### src/sv/lbs_pkg.sv
// Shared types, codes and helper functions for the skinning engine.
`timescale 1ns / 1ps
`default_nettype none
package lbs_pkg;

  localparam logic [1:0] MODE_LOAD = 2'd0;
  localparam logic [1:0] MODE_POSE = 2'd1;
  localparam logic [1:0] MODE_BIND = 2'd2;

  localparam int WORDS_PER_JOINT = 12;
  localparam logic [3:0] WORD_CNT = 4'd12;
  localparam int ADDR_FULL_W = 10;
  localparam int DIV_STEPS = 2;
  localparam logic [33:0] DIV_BIAS = 34'd4194304000;
  localparam logic signed [29:0] QUO_BIAS = 30'sd4194304;
  localparam logic [30:0] RECIP_125 = 31'd1099511628;

  typedef struct packed {
    logic [1:0]         mode;
    logic [4:0]         joint_sel;
    logic [3:0]         word_sel;
    logic signed [15:0] word_value;
    logic [15:0]        blend_weight;
    logic signed [23:0] coord_x;
    logic signed [23:0] coord_y;
    logic signed [23:0] coord_z;
    logic               last_binding;
  } in_item_t;

  typedef struct packed {
    logic signed [23:0] out_x;
    logic signed [23:0] out_y;
    logic signed [23:0] out_z;
    logic               result_kind;
  } out_item_t;

  typedef enum logic [3:0] {
    S_IDLE, S_READ, S_PMAC, S_DLOAD, S_DIV, S_BMAC, S_WEIGHT, S_ACC, S_EMIT
  } lbs_state_t;

  typedef struct packed {
    logic       take;
    logic       mac_clr;
    logic [3:0] rd_idx;
    logic       cap;
    logic [3:0] cap_idx;
    logic       mac;
    logic [1:0] k;
    logic       div_load;
    logic       div_step;
    logic       weight;
    logic       acc_upd;
    logic       emit;
  } dp_cmd_t;

  typedef struct packed {
    logic bind_full;
    logic out_busy;
    logic pose;
    logic last;
  } dp_stat_t;

  function automatic logic [ADDR_FULL_W-1:0] word_addr(input logic [4:0] joint,
                                                       input logic [3:0] word);
    logic [ADDR_FULL_W-1:0] j;
    j = ADDR_FULL_W'(joint);
    return (j << 3) + (j << 2) + ADDR_FULL_W'(word);
  endfunction

  function automatic logic signed [31:0] sat32(input logic signed [47:0] v);
    if (v > 48'sh0000_7fff_ffff) return 32'sh7fff_ffff;
    if (v < -48'sh0000_8000_0000) return -32'sh8000_0000;
    return v[31:0];
  endfunction

  function automatic logic signed [23:0] sat24(input logic signed [47:0] v);
    if (v > 48'sh0000_007f_ffff) return 24'sh7f_ffff;
    if (v < -48'sh0000_0080_0000) return -24'sh80_0000;
    return v[23:0];
  endfunction

endpackage
`default_nettype wire

### src/sv/lbs_controller.sv
// Controller state machine that sequences memory reads, MAC steps, division and output.
`timescale 1ns / 1ps
`default_nettype none
module lbs_controller (
  input  logic              clk,
  input  logic              rst,
  input  logic              in_valid,
  output logic              in_ready,
  input  logic [1:0]        in_mode,
  input  logic              in_last,
  input  lbs_pkg::dp_stat_t stat,
  output lbs_pkg::dp_cmd_t  cmd
);
  import lbs_pkg::*;

  localparam logic [5:0] DIV_LAST = 6'(DIV_STEPS - 1);

  lbs_state_t state, state_next;
  logic [5:0] cnt, cnt_next;

  always_ff @(posedge clk) begin
    if (rst) begin
      state <= S_IDLE;
      cnt <= '0;
    end else begin
      state <= state_next;
      cnt <= cnt_next;
    end
  end

  always_comb begin
    state_next = state;
    cnt_next = cnt + 6'd1;
    cmd = '0;
    cmd.rd_idx = cnt[3:0];
    cmd.cap_idx = cnt[3:0] - 4'd1;
    cmd.k = cnt[1:0];
    in_ready = 1'b0;
    case (state)
      S_IDLE: begin
        in_ready = 1'b1;
        cnt_next = '0;
        if (in_valid) begin
          cmd.take = 1'b1;
          cmd.mac_clr = 1'b1;
          case (in_mode)
            MODE_POSE: begin
              if (!stat.bind_full) state_next = S_READ;
              else if (in_last) state_next = S_EMIT;
            end
            MODE_BIND: state_next = S_READ;
            default: state_next = S_IDLE;
          endcase
        end
      end
      S_READ: begin
        cmd.cap = cnt != 6'd0;
        if (cnt == 6'd12) begin
          cnt_next = '0;
          state_next = stat.pose ? S_PMAC : S_DLOAD;
        end
      end
      S_PMAC: begin
        cmd.mac = 1'b1;
        if (cnt == 6'd2) state_next = S_DLOAD;
      end
      S_DLOAD: begin
        cmd.div_load = 1'b1;
        cmd.mac_clr = !stat.pose;
        cnt_next = '0;
        state_next = S_DIV;
      end
      S_DIV: begin
        cmd.div_step = 1'b1;
        if (cnt == DIV_LAST) begin
          cnt_next = '0;
          state_next = stat.pose ? S_WEIGHT : S_BMAC;
        end
      end
      S_BMAC: begin
        cmd.mac = 1'b1;
        if (cnt == 6'd2) state_next = S_EMIT;
      end
      S_WEIGHT: begin
        cmd.weight = 1'b1;
        state_next = S_ACC;
      end
      S_ACC: begin
        cmd.acc_upd = 1'b1;
        state_next = stat.last ? S_EMIT : S_IDLE;
      end
      S_EMIT: begin
        if (!stat.out_busy) begin
          cmd.emit = 1'b1;
          state_next = S_IDLE;
        end
      end
      default: state_next = S_IDLE;
    endcase
  end

endmodule
`default_nettype wire

### config.mk
export PLATFORM = sky130hd
export DESIGN_NAME = lbs_controller
export DESIGN_NICKNAME = d
export VERILOG_FILES = /design/src/sv/lbs_pkg.sv /design/src/sv/lbs_controller.sv
export SDC_FILE = /design/constraint.sdc
export NUM_CORES = 1
export LEC_CHECK = 0
export BUFFER_PORTS_ARGS = -buffer_cell sky130_fd_sc_hd__buf_2
export CAP_MARGIN = 40
export CORE_ASPECT_RATIO = 0.8
export CORE_MARGIN = 1
export CORE_UTILIZATION = 44
export CTS_CLUSTER_DIAMETER = 200
export DETAILED_ROUTE_END_ITERATION = 8
export MAX_ROUTING_LAYER = met4
export PLACE_DENSITY = 0.83
export SETUP_SLACK_MARGIN = 0.1
export SYNTH_ARGS = -nofsm -noshare
export SYNTH_HDL_FRONTEND = slang
export SYNTH_SLANG_ARGS = --single-unit
### constraint.sdc
create_clock -name clk -period 1.55 [get_ports clk]
set_input_delay 0.465 -clock clk [delete_from_list [all_inputs] [get_ports clk]]
set_output_delay 0.465 -clock clk [all_outputs]
set_load 0.05 [all_outputs]
==> results.py, run 1 <==
metrics = {
    "logic_synthesis": {
        "synth.area.top_cells": "dfxtp_1, ha_1, buf_4, xor2_1, a21oi_1",
        "async_flop_share": 0,
        "yosysWarnings": 0,
        "synth_seq_cells": 10,
        "ys.flop_type": "dfxtp_1",
        "seq_area_frac_synth": 0.232,
        "yosysTopAreaCell": "dfxtp_1",
        "synth_cell_type_count": 41,
        "synth_edf_count": 0,
        "synth_common_cells": "dfxtp_1, inv_1, nor2_1",
        "synth_nets": 125,
        "syn_inst": 108,
        "postSynthAreaPerCell_sq_um": 8.01,
        "synth_area_sq_um": 865,
        "synth_top_area_share": 0.232,
    },
    "floorplanning": {
        "start_util": 0.501,
        "die_x_um": 51.6,
        "fp.dieH_um": 41.6,
        "rows": 13,
        "ios": 30,
    },
    "clock_tree": {
        "hold_buffers": 0,
        "clock_sinks": 10,
        "root_buffer": "clkbuf_4",
        "cts-resized-gates": 78,
        "clk_path_buf_depth": 2,
        "cts.htree.levels": 1,
        "cts_buffers": 3,
        "postCtsSetupBuffers": 10,
    },
    "placed_design": {
        "hpwl_um": 2060,
        "port_buffers": 29,
        "place.gp.congestion": 0.872,
        "place_area_sq_um": 1370,
    },
    "outcome": {
        "status": "aborted with a tool error",
        "failing_step": "4_1_cts",
        "firstError": "[ERROR DPL-0038] Utilization greater than 100%, impossible to legalize",
    },
}
-- logic make-up after synthesis --
family                     Yosys count  synth area share
and+or+nand+nor                     38             0.252
AOI/OAI and AO/OA                   24             0.211
buffers and inverters               22             0.132
DFF                                 10             0.232
adders and majority gates            7             0.101
xor gates and xnor gates             6            0.0608
muxes                                1            0.0116
-- through the flow --
step | util | hold WS [ns] | setup slack [ns] | TNS (ns) | std cells
3_3_place_gp | 0.793 | 0.585 | -0.222 | -2.26 | 173
3_5_place_dp | 0.793 | 0.594 | -0.298 | -3.02 | 173
2_1_floorplan | - | 0.480 | -0.555 | -5.60 | 108
==> run 2: changes to the inputs <==
==> config.mk (replaced) <==
export PLATFORM = sky130hd
export DESIGN_NAME = lbs_controller
export DESIGN_NICKNAME = d
export VERILOG_FILES = /design/src/sv/lbs_pkg.sv /design/src/sv/lbs_controller.sv
export SDC_FILE = /design/constraint.sdc
export NUM_CORES = 1
export LEC_CHECK = 0
export BUFFER_PORTS_ARGS = -buffer_cell sky130_fd_sc_hd__buf_2
export CAP_MARGIN = 40
export CORE_AREA = 2 2 63 65
export DETAILED_ROUTE_END_ITERATION = 8
export DIE_AREA = 0 0 65 67
export PLACE_DENSITY_LB_ADDON = 0.15
export SYNTH_ARGS = -nofsm -noshare
export SYNTH_HDL_FRONTEND = slang
export SYNTH_SLANG_ARGS = --single-unit
==> constraint.sdc (replaced) <==
create_clock -name clk -period 2 [get_ports clk]
set_input_delay 0.6 -clock clk [delete_from_list [all_inputs] [get_ports clk]]
set_output_delay 0.6 -clock clk [all_outputs]
set_load 0.05 [all_outputs]
==> results.py, run 2 <==
metrics = {
    "logic_synthesis": {
        "seq_area_frac_synth": 0.232,
        "synth_seq_cells": 10,
        "synth_cell_type_count": 41,
        "yosysTopAreaCell": "dfxtp_1",
        "synth_edf_count": 0,
        "async_flop_share": 0,
        "synth_nets": 125,
        "synth.area.top_cells": "dfxtp_1, ha_1, buf_4, xor2_1, a21oi_1",
        "synth_common_cells": "dfxtp_1, inv_1, nor2_1",
        "ys.flop_type": "dfxtp_1",
        "syn_inst": 108,
        "synth_top_area_share": 0.232,
        "synth_area_sq_um": 865,
        "yosysWarnings": 0,
        "postSynthAreaPerCell_sq_um": 8.01,
    },
    "clock_tree": {
        "hold_buffers": 0,
        "clk_latency_ns": 0.23,
        "cts_buffers": 3,
        "cts.htree.levels": 1,
        "clk_pin_slew_ns": 0.05,
        "root_buffer": "clkbuf_8",
        "clock_sinks": 10,
        "clk_path_buf_depth": 2,
        "tritoncts": "yes",
    },
    "global_route": {
        "grt_pass1_vias": 794,
        "grt_usage": 0.104,
        "grt_pass1_wl_um": 3510,
        "use_met2": 0.165,
        "grt_util_met3": 0.0101,
        "grt_start_max_net_pins": 11,
        "antenna_found_initial": 0,
        "gr-total-overflow": 0,
        "gr-usage-met1": 0.136,
        "grt_most_used_layer": "met2",
    },
    "placed_design": {
        "dp_slack_ns": 0.0752,
        "port_buffers": 29,
        "place.gp.congestion": 0.704,
        "hpwl_um": 1710,
    },
    "floorplanning": {
        "dieArea_sq_um": 4360,
        "start_util": 0.240,
        "core_region_area_sq_um": 3610,
        "ios": 30,
        "die_x_um": 65,
        "rows": 22,
        "fp.dieH_um": 67,
    },
    "outcome": {
        "status": "complete, but fails checks",
        "failed_checks": "setup timing",
    },
    "critical_path": {
        "r2r_start": "state[2]",
        "criticalPathCategory": "reg2out",
        "start_kind": "flop",
        "required_ns": 1.40,
        "crit_arrival_ns": 1.43,
        "cp-end-kind": "primary output",
        "critPathLaunch": "state[1]",
        "cp_max_fo": 5,
    },
    "sta": {
        "post-route-min-period_ns": 2.03,
        "setup_violations": 3,
        "setup_slack_ns": -0.0324,
        "tightest_slew_ns": 0.278,
        "finClkSkew_ns": 0.000701,
        "finalMaxSlewViolations": 0,
        "worst_hold_slack_ns": 0.507,
        "rsz0062_at_grt": "true",
        "hold_viol": 0,
        "timing.fmax_mhz": 492,
        "relSlewSlack": 0.815,
        "finalCritPeriodShare": 1.02,
    },
    "cells_and_area": {
        "top_regs": "cnt x6, state x4",
        "antenna_cells": 0,
        "final_common_cell": "buf_2",
        "top_register": "cnt",
        "fillers": 384,
        "drive_above_1_share": 0.521,
        "post-route-util": 0.378,
        "nets": 162,
        "syn_to_final_growth_pct": 57.7,
        "mostFrequentLayoutCells": "buf_2, buf_4, inv_1, nor2_1",
        "largest_reg_flops": 6,
    },
    "pwr": {
        "ir_drop_v": 0.000292,
        "power.static_leakage_nw": 0.569,
        "power_density_nw_per_um2": 1170,
    },
    "detailed_routing": {
        "dr.pass1.iters": 4,
        "post-route-drc-count": 0,
        "first_iter_violations": 14,
        "vias": 868,
        "drt-total-wl_um": 2090,
        "via_per_inst": 4.52,
        "wire_per_inst_um": 10.9,
        "ant_nets": 0,
    },
    "min_path": {
        "hold_start": "cnt[0]",
        "hold_class": "reg2reg",
    },
    "flow_run": {
        "drv_cap": 0,
    },
}
[run 2: cell counts after synthesis]
Identical to the previous run, type by type.
[run 2: metrics by stage]
stage | power [mW] | std cells | TNS, ns | area [sq um]
2_1_floorplan | 1.07 | 108 | -0.341 | 980
3_3_place_gp | 1.27 | 187 | 0 | 1210
4_1_cts | 1.59 | 191 | -0.0636 | 1330
3_5_place_dp | 1.27 | 187 | 0 | 1210
5_1_grt | 1.70 | 192 | -0.277 | 1360
6_report | 1.60 | 192 | -0.0702 | 1360
[run 2: final cells by class]
cell class              count  area, sq um  area share
clock buffers               4         55.1      0.0404
inverters                  10         41.3      0.0303
multi-input cells          76          669       0.491
flip-flops and latches     10          215       0.158
well taps                  48         60.1      0.0440
repair buffers             44          323       0.237
[run 2: worst max-delay path, cell delays in order (launching register included)]
cell	delay, ns
dfxtp_2	0.33
or4b_4	0.56
a21oi_4	0.13
buf_6	0.17
[run 2: metal layers]
layer / vias up / wire [um]
li1: 442 / -
met1: 404 / 1040
met2: 18 / 942
met3: 4 / 63
met4: 0 / 45
met5: - / 0
[run 2: timing repair]
action                                 CTS  global route
pin swaps                                3             2
resized for setup                       23             8
buffers inserted                         0             1
endpoints found under the hold margin    0             0
setup endpoints to repair               10            11
[run 2: kinds of logic after synthesis]
logic type	Yosys count	share of synthesized area
xor gates and xnor gates	6	0.0608
DFF	10	0.232
muxes	1	0.0116
adders and majority gates	7	0.101
AOI/OAI and AO/OA	24	0.211
and+or+nand+nor	38	0.252
buffers and inverters	22	0.132
[run 2: path summary, 6_finish.rpt]
path / slack, ns / depth (start not counted) / endpoint
hold / removal: 0.51 / 1 / cnt[0]
hold reg to reg: 0.51 / 1 / cnt[0]
setup reg to reg: 0.14 / 6 / state[3]
setup / recovery: -0.03 / 3 / cmd[12]
[run 2: report_power, final]
part | switching (mW) | leakage, nW | internal, mW | total (mW)
clock network | 0.0770 | 0.0288 | 0.173 | 0.250
registers | 0.0660 | 0.0846 | 0.239 | 0.305
logic | 0.646 | 0.455 | 0.399 | 1.05
total | 0.789 | 0.569 | 0.811 | 1.60
Power figures use the tool's default switching activity.
